--- src/hdl/prs_pkg.sv ---
`timescale 1ns / 1ps
// ----------------------------------------------------------------------------
// prs_pkg
// Shared types, codes, reset values and helpers for the position report
// scheduler.
// ----------------------------------------------------------------------------
package prs_pkg;

    localparam int unsigned CFG_IDX_W = 3;

    localparam logic [CFG_IDX_W-1:0] CFG_POLICY        = 3'd0;
    localparam logic [CFG_IDX_W-1:0] CFG_SCHEME        = 3'd1;
    localparam logic [CFG_IDX_W-1:0] CFG_DEF_INTERVAL  = 3'd2;
    localparam logic [CFG_IDX_W-1:0] CFG_UNS_INTERVAL  = 3'd3;
    localparam logic [CFG_IDX_W-1:0] CFG_EMG_INTERVAL  = 3'd4;
    localparam logic [CFG_IDX_W-1:0] CFG_DEF_DISTANCE  = 3'd5;
    localparam logic [CFG_IDX_W-1:0] CFG_UNS_DISTANCE  = 3'd6;
    localparam logic [CFG_IDX_W-1:0] CFG_EMG_DISTANCE  = 3'd7;

    localparam logic [1:0] POL_TIMED    = 2'd0;
    localparam logic [1:0] POL_DISTANCE = 2'd1;
    localparam logic [1:0] POL_BOTH     = 2'd2;

    localparam logic OP_TICK  = 1'b0;
    localparam logic OP_TRACK = 1'b1;

    localparam logic [31:0] RST_DEF_INTERVAL = 32'd30;
    localparam logic [31:0] RST_UNS_INTERVAL = 32'd30;
    localparam logic [31:0] RST_EMG_INTERVAL = 32'd10;
    localparam logic [31:0] RST_DEF_DISTANCE = 32'd1000;
    localparam logic [31:0] RST_UNS_DISTANCE = 32'd1000;
    localparam logic [31:0] RST_EMG_DISTANCE = 32'd100;
    localparam logic [31:0] RST_COUNTDOWN    = 32'd1;

    // reciprocal of 100 scaled by 2^37, exact for every 32-bit dividend
    localparam logic [31:0] DIV100_MAGIC = 32'h51EB_851F;
    localparam int unsigned DIV100_SHIFT = 37;

    typedef struct packed {
        logic        op;
        logic        sos_active;
        logic        card_present;
        logic [31:0] odometer;
        logic [15:0] track_interval;
        logic [31:0] track_validity;
    } prs_in_t;

    typedef struct packed {
        logic [1:0]  report_count;
        logic [31:0] odometer_out;
        logic        tracking_on;
    } prs_out_t;

    // x * 100 mod 2^32 as shifts and adds
    function automatic logic [31:0] mul100(input logic [31:0] x);
        return (x << 6) + (x << 5) + (x << 2);
    endfunction

    function automatic logic [31:0] div100(input logic [31:0] x);
        logic [63:0] prod;
        prod = {32'd0, x} * {32'd0, DIV100_MAGIC};
        return {5'd0, prod[63:DIV100_SHIFT]};
    endfunction

endpackage

--- src/hdl/position_report_scheduler_unit.sv ---
`timescale 1ns / 1ps
// ----------------------------------------------------------------------------
// position_report_scheduler_unit
// Per-tick position report decision: tracking, timed and distance rules.
// ----------------------------------------------------------------------------
//  channel  | signals                       | direction | payload
//  ---------+-------------------------------+-----------+-----------------
//  req      | req_valid / req_ready         | in        | prs_in_t
//  rsp      | rsp_valid / rsp_ready         | out       | prs_out_t
//  cfg      | cfg_we, cfg_index, cfg_data   | in        | 32-bit register
//
//  one item per cycle while the receiver takes results; an item is taken into
//  the input register, then its result is offered from the result register,
//  where it waits until the receiver takes it
//  the mileage base update (times 100, add, reciprocal multiply) sets the
//  cycle time, since the next item depends on it
//  reset clears the valid flags and scheduler state and loads the register
//  defaults; no clearing pass; a stalled result holds and the input register keeps taking one more item
// ----------------------------------------------------------------------------
module position_report_scheduler_unit (
    input  logic                            clk,
    input  logic                            rst_n,
    input  logic                            req_valid,
    output logic                            req_ready,
    input  prs_pkg::prs_in_t                req,
    output logic                            rsp_valid,
    input  logic                            rsp_ready,
    output prs_pkg::prs_out_t               rsp,
    input  logic                            cfg_we,
    input  logic [prs_pkg::CFG_IDX_W-1:0]   cfg_index,
    input  logic [31:0]                     cfg_data
);

    logic [1:0]        policy_reg;
    logic              scheme_reg;
    logic [31:0]       def_interval_reg;
    logic [31:0]       uns_interval_reg;
    logic [31:0]       emg_interval_reg;
    logic [31:0]       def_distance_reg;
    logic [31:0]       uns_distance_reg;
    logic [31:0]       emg_distance_reg;

    logic              in_valid_reg;
    prs_pkg::prs_in_t  in_reg;
    logic              out_valid_reg;
    prs_pkg::prs_out_t out_reg;

    logic [31:0]       countdown_reg;
    logic [31:0]       countdown_next;
    logic [31:0]       base_reg;
    logic [31:0]       base_next;
    logic [15:0]       track_int_reg;
    logic [15:0]       track_int_next;
    logic [31:0]       track_rem_reg;
    logic [31:0]       track_rem_next;
    logic              track_flag_reg;
    logic              track_flag_next;
    prs_pkg::prs_out_t out_next;

    logic              advance;
    logic [31:0]       cd_dec;
    logic [31:0]       rem_dec;
    logic              no_card_mode;
    logic [31:0]       sel_interval;
    logic [31:0]       sel_distance;
    logic [31:0]       moved;
    logic              dist_hit;
    logic [31:0]       snapped;
    logic              timed_take;
    logic              dist_take;

    assign advance   = in_valid_reg && (!out_valid_reg || rsp_ready);
    assign req_ready = !in_valid_reg || advance;
    assign rsp_valid = out_valid_reg;
    assign rsp       = out_reg;

    // configuration registers
    always_ff @(posedge clk or negedge rst_n)
    begin
        if (!rst_n)
        begin
            policy_reg       <= prs_pkg::POL_TIMED;
            scheme_reg       <= 1'b0;
            def_interval_reg <= prs_pkg::RST_DEF_INTERVAL;
            uns_interval_reg <= prs_pkg::RST_UNS_INTERVAL;
            emg_interval_reg <= prs_pkg::RST_EMG_INTERVAL;
            def_distance_reg <= prs_pkg::RST_DEF_DISTANCE;
            uns_distance_reg <= prs_pkg::RST_UNS_DISTANCE;
            emg_distance_reg <= prs_pkg::RST_EMG_DISTANCE;
        end
        else if (cfg_we)
        begin
            unique case (cfg_index)
                prs_pkg::CFG_POLICY:       policy_reg       <= cfg_data[1:0];
                prs_pkg::CFG_SCHEME:       scheme_reg       <= cfg_data[0];
                prs_pkg::CFG_DEF_INTERVAL: def_interval_reg <= cfg_data;
                prs_pkg::CFG_UNS_INTERVAL: uns_interval_reg <= cfg_data;
                prs_pkg::CFG_EMG_INTERVAL: emg_interval_reg <= cfg_data;
                prs_pkg::CFG_DEF_DISTANCE: def_distance_reg <= cfg_data;
                prs_pkg::CFG_UNS_DISTANCE: uns_distance_reg <= cfg_data;
                prs_pkg::CFG_EMG_DISTANCE: emg_distance_reg <= cfg_data;
                default: ;
            endcase
        end
    end

    // input register
    always_ff @(posedge clk or negedge rst_n)
    begin
        if (!rst_n)
        begin
            in_valid_reg <= 1'b0;
        end
        else if (req_ready)
        begin
            in_valid_reg <= req_valid;
        end
    end

    always_ff @(posedge clk)
    begin
        if (req_valid && req_ready)
        begin
            in_reg <= req;
        end
    end

    // rule evaluation
    always_comb
    begin
        cd_dec       = countdown_reg - 32'd1;
        rem_dec      = track_rem_reg - 32'd1;
        no_card_mode = scheme_reg && !in_reg.card_present;

        if (in_reg.sos_active)
        begin
            sel_interval = emg_interval_reg;
            sel_distance = emg_distance_reg;
        end
        else if (no_card_mode)
        begin
            sel_interval = uns_interval_reg;
            sel_distance = uns_distance_reg;
        end
        else
        begin
            sel_interval = def_interval_reg;
            sel_distance = def_distance_reg;
        end

        moved    = prs_pkg::mul100(in_reg.odometer - base_reg);
        dist_hit = moved >= sel_distance;
        snapped  = prs_pkg::div100(prs_pkg::mul100(base_reg) + sel_distance);

        countdown_next  = countdown_reg;
        base_next       = base_reg;
        track_int_next  = track_int_reg;
        track_rem_next  = track_rem_reg;
        track_flag_next = track_flag_reg;
        timed_take      = 1'b0;
        dist_take       = 1'b0;

        if (in_reg.op == prs_pkg::OP_TRACK)
        begin
            track_int_next = in_reg.track_interval;
            if (in_reg.track_interval != 16'd0)
            begin
                track_rem_next  = in_reg.track_validity;
                track_flag_next = 1'b1;
            end
            else
            begin
                track_flag_next = 1'b0;
            end
        end
        else
        begin
            countdown_next = cd_dec;
            if (track_flag_reg)
            begin
                track_rem_next = rem_dec;
                if (cd_dec == 32'd0)
                begin
                    timed_take     = 1'b1;
                    countdown_next = {16'd0, track_int_reg};
                end
                if (rem_dec == 32'd0)
                begin
                    track_flag_next = 1'b0;
                end
            end
            else
            begin
                unique case (policy_reg) inside
                    prs_pkg::POL_DISTANCE:
                    begin
                        countdown_next = prs_pkg::RST_COUNTDOWN;
                        dist_take      = dist_hit;
                    end
                    prs_pkg::POL_TIMED, prs_pkg::POL_BOTH:
                    begin
                        if (cd_dec == 32'd0)
                        begin
                            timed_take     = 1'b1;
                            countdown_next = sel_interval;
                        end
                        dist_take = dist_hit && (policy_reg == prs_pkg::POL_BOTH);
                    end
                    default: ;
                endcase
            end
        end

        if (dist_take)
        begin
            base_next = snapped;
        end

        out_next.report_count = {1'b0, timed_take} + {1'b0, dist_take};
        out_next.odometer_out = dist_take ? snapped : in_reg.odometer;
        out_next.tracking_on  = track_flag_next;
    end

    // scheduler state
    always_ff @(posedge clk or negedge rst_n)
    begin
        if (!rst_n)
        begin
            countdown_reg  <= prs_pkg::RST_COUNTDOWN;
            base_reg       <= 32'd0;
            track_int_reg  <= 16'd0;
            track_rem_reg  <= 32'd0;
            track_flag_reg <= 1'b0;
        end
        else if (advance)
        begin
            countdown_reg  <= countdown_next;
            base_reg       <= base_next;
            track_int_reg  <= track_int_next;
            track_rem_reg  <= track_rem_next;
            track_flag_reg <= track_flag_next;
        end
    end

    // result register
    always_ff @(posedge clk or negedge rst_n)
    begin
        if (!rst_n)
        begin
            out_valid_reg <= 1'b0;
        end
        else if (!out_valid_reg || rsp_ready)
        begin
            out_valid_reg <= in_valid_reg;
        end
    end

    always_ff @(posedge clk)
    begin
        if (advance)
        begin
            out_reg <= out_next;
        end
    end

endmodule

--- config.mk ---
export PLATFORM = sky130hd
export DESIGN_NAME = position_report_scheduler_unit
export DESIGN_NICKNAME = d
export VERILOG_FILES = /design/src/hdl/prs_pkg.sv /design/src/hdl/position_report_scheduler_unit.sv
export SDC_FILE = /design/constraint.sdc
export NUM_CORES = 2
export LEC_CHECK = 0
export BUFFER_PORTS_ARGS = -buffer_cell sky130_fd_sc_hd__buf_4
export CAP_MARGIN = 15
export CORE_AREA = 2 2 380 382
export CTS_BUF_LIST = sky130_fd_sc_hd__clkbuf_4
export DETAILED_ROUTE_END_ITERATION = 8
export DIE_AREA = 0 0 382 384
export SKIP_LAST_GASP = 1
export SYNTH_ARGS = -nofsm -noshare
export SYNTH_HDL_FRONTEND = slang
export SYNTH_SLANG_ARGS = --single-unit
--- constraint.sdc ---
create_clock -name clk -period 21 [get_ports clk]
set_input_delay 1.05 -clock clk [delete_from_list [all_inputs] [get_ports clk]]
set_output_delay 1.05 -clock clk [all_outputs]
set_load 0.01 [all_outputs]
; Word-level counts from Yosys, hierarchy flattened
; Cells that the tools add are included.
[word_totals]
reg_bits = 422
inputBits = 123
output_inout_bits = 37
wordCells = 98
[classes]
addsub = 9
mul = 1
n_lt_le_gt_ge = 1
n_eq_ne = 10
muxes = 23
bitwise = 1
n_reduce_logical = 28
[ops]
columns = op, count
row1 = $mux 32, 10
row2 = $add 32x32->32, 3
row3 = $logic_not 32->1, 2
row4 = $pmux 32 s2, 1
row5 = $sub 32x1->32 const B, 2
row6 = $mul 32x31->63 const B, 1
row7 = $add 32x28->32, 1
row8 = $add 32x31->32, 1
row9 = $ge 32x32->1, 1
row10 = $sub 30x26->30, 1
row11 = $mux 26, 1
row12 = $reduce_and 2->1, 11
row13 = $reduce_bool 16->1, 1
row14 = $eq 3x3->1 const B, 4
row15 = $mux 1, 10
row16 = $eq 3x2->1 const B, 2
row17 = $logic_and 1x1->1, 4
row18 = $eq 3x1->1 const B, 1
row19 = $logic_not 1->1, 3
row20 = $logic_not 3->1, 1
row21 = $reduce_and 3->1, 1
row22 = $add 1x1->2, 1
row23 = $eq 2x1->1 const B, 1
row24 = $eq 2x2->1 const B, 1
row25 = 7 further kinds, 8

; Logic depth before layout (Yosys ltp)
[depth]
ltp_word = 10
mapped_depth = 49
depth_no_buf = 44

; Worst setup path before layout
; Ideal clock, no wire load.
[synth_path]
path_type = reg-to-reg
from = register scheme_reg
to = register out_reg, in the netlist rsp[20], data pin
setup_ns = 0.260
arrival_ns = 12.227
required_time_ns = 20.740
setup_slack_ns = 8.513
path_stages_with_launch = 45
n_path_buf = 4
period_less_slack_ns = 12.487
cell_sequence = dfrtp_1 nand2b_1 clkbuf_1 clkbuf_1 clkbuf_1 buf_1 mux2i_1 nor2_1 a21oi_1 fa_1 inv_1 ha_1 ha_1 a21o_1 a21oi_1 o211ai_1 a41o_1 o41ai_1 (+9 left out) inv_1 fa_1 fa_1 fa_1 inv_1 fa_1 inv_1 ha_1 a21o_1 a21o_1 a221oi_1 o21ai_0 a211oi_1 o211ai_1 a221oi_1 o31ai_1 xnor2_1 mux2_2
[synth_lines]
columns = element, line
row1 = "start, declared", position_report_scheduler_unit.sv:35  ; logic scheme_reg;
row2 = "start signal, assigned", position_report_scheduler_unit.sv:95  ; prs_pkg::CFG_SCHEME: scheme_reg <= cfg_data[0];
row3 = "end signal, assigned", position_report_scheduler_unit.sv:262  ; out_reg <= out_next;
row4 = "end, declared", position_report_scheduler_unit.sv:46  ; prs_pkg::prs_out_t out_reg;

==> run summary <==
The run finished with clean final reports. The final layout net count is 5358. Measured along the y axis, the die boundary spans 384 um. The leftover overflow at the end of global routing is 0. The number of buffers created by CTS came out at 115. The length of the first detailed-routing pass in iterations is 5. For this configuration, the core starts out at a cell density of 0.298. Measured against the total synthesized area, the mux share comes to 0.0842. The post-synthesis register bit count is 422. In this run the remaining antenna-violating nets after routing total 0. STA classifies the critical path startpoint as a register. The final standard cell count with taps included and fillers excluded is 6264. The number of failing hold endpoints at the final stage is 0. The worst setup path is captured at a register.

The warning count from the yosys run came out at 0. The number of maximum-capacitance constraint violations came out at 0. The share of the clock period used by the worst path is 0.605.

The most instantiated flip-flop cell in the synthesis netlist is sky130_fd_sc_hd__dfrtp_1. The gate count of the mapped netlist is 4049. The worst hold slack across all endpoints came out at 0.207 ns.

The number of setup violations in the final report is 0. The combined area of all synthesized cells is 42600 um2. In this run the worst path has a maximum fanout of 33. Pin placement for this block handled 160 I/O pins. Once placement completed, the tool counted placed cells totaling 6045. In the layout the commonest cells are sky130_fd_sc_hd__inv_1 (778), sky130_fd_sc_hd__ha_1 (516), sky130_fd_sc_hd__fa_1 (459).

The detailed-route wire length is 124 mm. The worst max-slew margin expressed relative to the limit is 0.205. For this block, the initial DRC count from the detailed router was 1885. In the global route stage, overall resource usage came out at 0.169.

The die covers 147000 um2. The number of vias per cell after detailed routing is 4.85. The post-synthesis share of cell area spent on and, or, nand and nor gates came out at 0.0743.

The number of enable flip-flop cells after synthesis is 118. The compound-cell area share of the yosys netlist was 0.103. The H-tree was split into 3 levels. The per-instance average area after synthesis came out at 10.5 um2. After floorplanning, the core was sized to cover 143000 um2. The total setup buffers inserted after CTS came out at 0. Counting flops with an async set or reset pin after synthesis yields a share of 0.720. The largest individual stage delay along the critical path comes from the cell sky130_fd_sc_hd__o211ai_1. Routability-driven placement finished with a final weighted congestion of 0.972. The post-cts resize count came out at 0. After synthesis, the largest family of logic cells by area is adder cells. For the pin with the worst max-slew slack, the measured transition is 1.18 ns. The data arrival at the endpoint of the critical path is 13.41 ns. In this run the horizontal extent of the chip is 382 um.

The number of cell instances on the worst register-to-register path came out at 41. The maximum number of pins on one net before global-route repair is 108. Port buffering added 159 buffers.

The later pin in the worst-skew pair is clocked with a latency of 1.01 ns. The most used cell along the critical path is sky130_fd_sc_hd__fa_1. In this run the deepest clock path goes through 3 buffers. The number of antenna violations at the first check in global routing came to 20.

The xor-xnor portion of the synthesized cell area is 0.0286. The setup total negative slack came out at 0 ns. The number of cells on the worst hold path came out at 1. The critical path is of the reg -> reg type. The adder and majority gate portion of the synthesized area came out at 0.367.

Counting every sink on the clock net gives 422. The required arrival time at the worst endpoint came out at 21.70 ns. The fraction of layout cells with a size suffix above 1 is 0.165. Of the synthesized area, sequential elements account for 0.263.

The floorplan row count is 139. The via count of the first global-routing pass came out at 31900. The delay contributed by the slowest stage of the critical path came out at 0.72 ns. For this run, design rule violations remaining after detail routing come to 0. The number of flip-flops under the largest register name is 83. Summed over all instances, the cell type with the most area after synthesis is sky130_fd_sc_hd__fa_1.

Leaving out fill and tap cells, the most frequent cell in the layout is sky130_fd_sc_hd__inv_1. The tightest min-delay check is of the in -> reg type. The largest clock skew in the final design came out at 0.107 ns. Setup repair after global routing left no endpoint under its margin. The shortest period the worst path allows is 12.71 ns.

TritonCTS built the clock tree. The clock-pin transition on the worst setup and hold timing paths is 0.08 ns. By area the synthesized netlist is led by sky130_fd_sc_hd__fa_1 (22%), sky130_fd_sc_hd__dfrtp_1 (16%), sky130_fd_sc_hd__ha_1 (15%). From synthesis to final layout, the design area changed by 11.9%.

The placed wire-length estimate is 102 mm. The global-route wire length before repair is 190 mm. The number of distinct library cell variants in the gate-level netlist after synthesis is 89. Of the post-synthesis cell area, the dominant cell type holds 0.216. CTS placed an instance of sky130_fd_sc_hd__clkbuf_4 at the clock tree root. The total vias in the final route came out at 30400. The number of nets produced by synthesis is 5147.

The count of final max-slew check failures came out at 0. The routed length per instance is 19.7 um. At the end of the flow the core is filled with cells to 0.334. The maximum frequency from static timing analysis came out at 78.7 MHz. The post-cts hold buffer count is 1.
[cells by family after synthesis]
kind of cell             after synthesis
buffers and inverters                890
flip-flops                           422
AO/OA/AOI/OAI                        692
AND/OR/NAND/NOR                      608
adder cells (fa/ha/maj)              975
multiplexers                         326
XOR/XNOR                             136
[cell usage after synthesis (92+ instances only)]
| cell type | count |
|---|---|
| sky130_fd_sc_hd__inv_1 | 779 |
| sky130_fd_sc_hd__ha_1 | 516 |
| sky130_fd_sc_hd__fa_1 | 459 |
| sky130_fd_sc_hd__dfrtp_1 | 278 |
| sky130_fd_sc_hd__mux2_2 | 256 |
| sky130_fd_sc_hd__a21oi_1 | 212 |
| sky130_fd_sc_hd__nand2_1 | 154 |
| sky130_fd_sc_hd__o21ai_0 | 142 |
| sky130_fd_sc_hd__nor2_1 | 132 |
| sky130_fd_sc_hd__edfxtp_1 | 118 |
| sky130_fd_sc_hd__a21o_1 | 94 |
| sky130_fd_sc_hd__xnor2_1 | 92 |
[per-layer routing]
layer	wire length, um	track usage	vias to the layer above
li1	-	-	14200
met1	53500	0.219	15200
met2	59200	0.285	775
met3	7420	0.0318	186
met4	3260	0.0506	28
met5	194	0	-
[worst max-delay path: cells and delay by family, from the launching register on]
family	cells	cell delay, ns
adder cells (fa/ha/maj)	10	4.56
AO/OA/AOI/OAI	12	3.85
AND/OR/NAND/NOR	7	1.47
buffers and inverters	8	1.33
multiplexers	2	0.55
flip-flops	1	0.41
XOR/XNOR	2	0.27
[worst paths after layout]
| check | from | endpoint | slack, ns |
|---|---|---|---|
| max in group asynchronous | rst_n | base_reg[21] | 18.74 |
| hold reg to reg | in_reg[7] | track_rem_reg[7] | 0.42 |
| min in group asynchronous | rst_n | track_int_reg[8] | 0.66 |
| setup / recovery | scheme_reg | rsp[20] | 8.29 |
| hold / removal | req[46] | in_reg[46] | 0.21 |
| setup reg to reg | scheme_reg | rsp[20] | 8.29 |
[metrics by stage]
| stage | setup WS (ns) | area, um2 |
|---|---|---|
| final | 8.29 | 47700 |
| after global routing | 7.56 | 47700 |
| after CTS | 8.43 | 47700 |
| after detailed placement | 8.48 | 46100 |
| after global placement | 8.57 | 46100 |
| after floorplan | 8.51 | 42600 |
[layout make-up]
class	instances	area [um2]
diodes	3	7.51
multi-input cells	2737	28100
clock inverters	31	183
clock buffers	184	1380
inverters	780	2930
flip-flops and latches	422	11200
repair buffers	204	1540
fillers	14500	95100
well taps	1903	2380
Power is left out: the tool's default activity adds up to more than one toggle a clock period on the data nets, which glitch-free logic cannot reach.
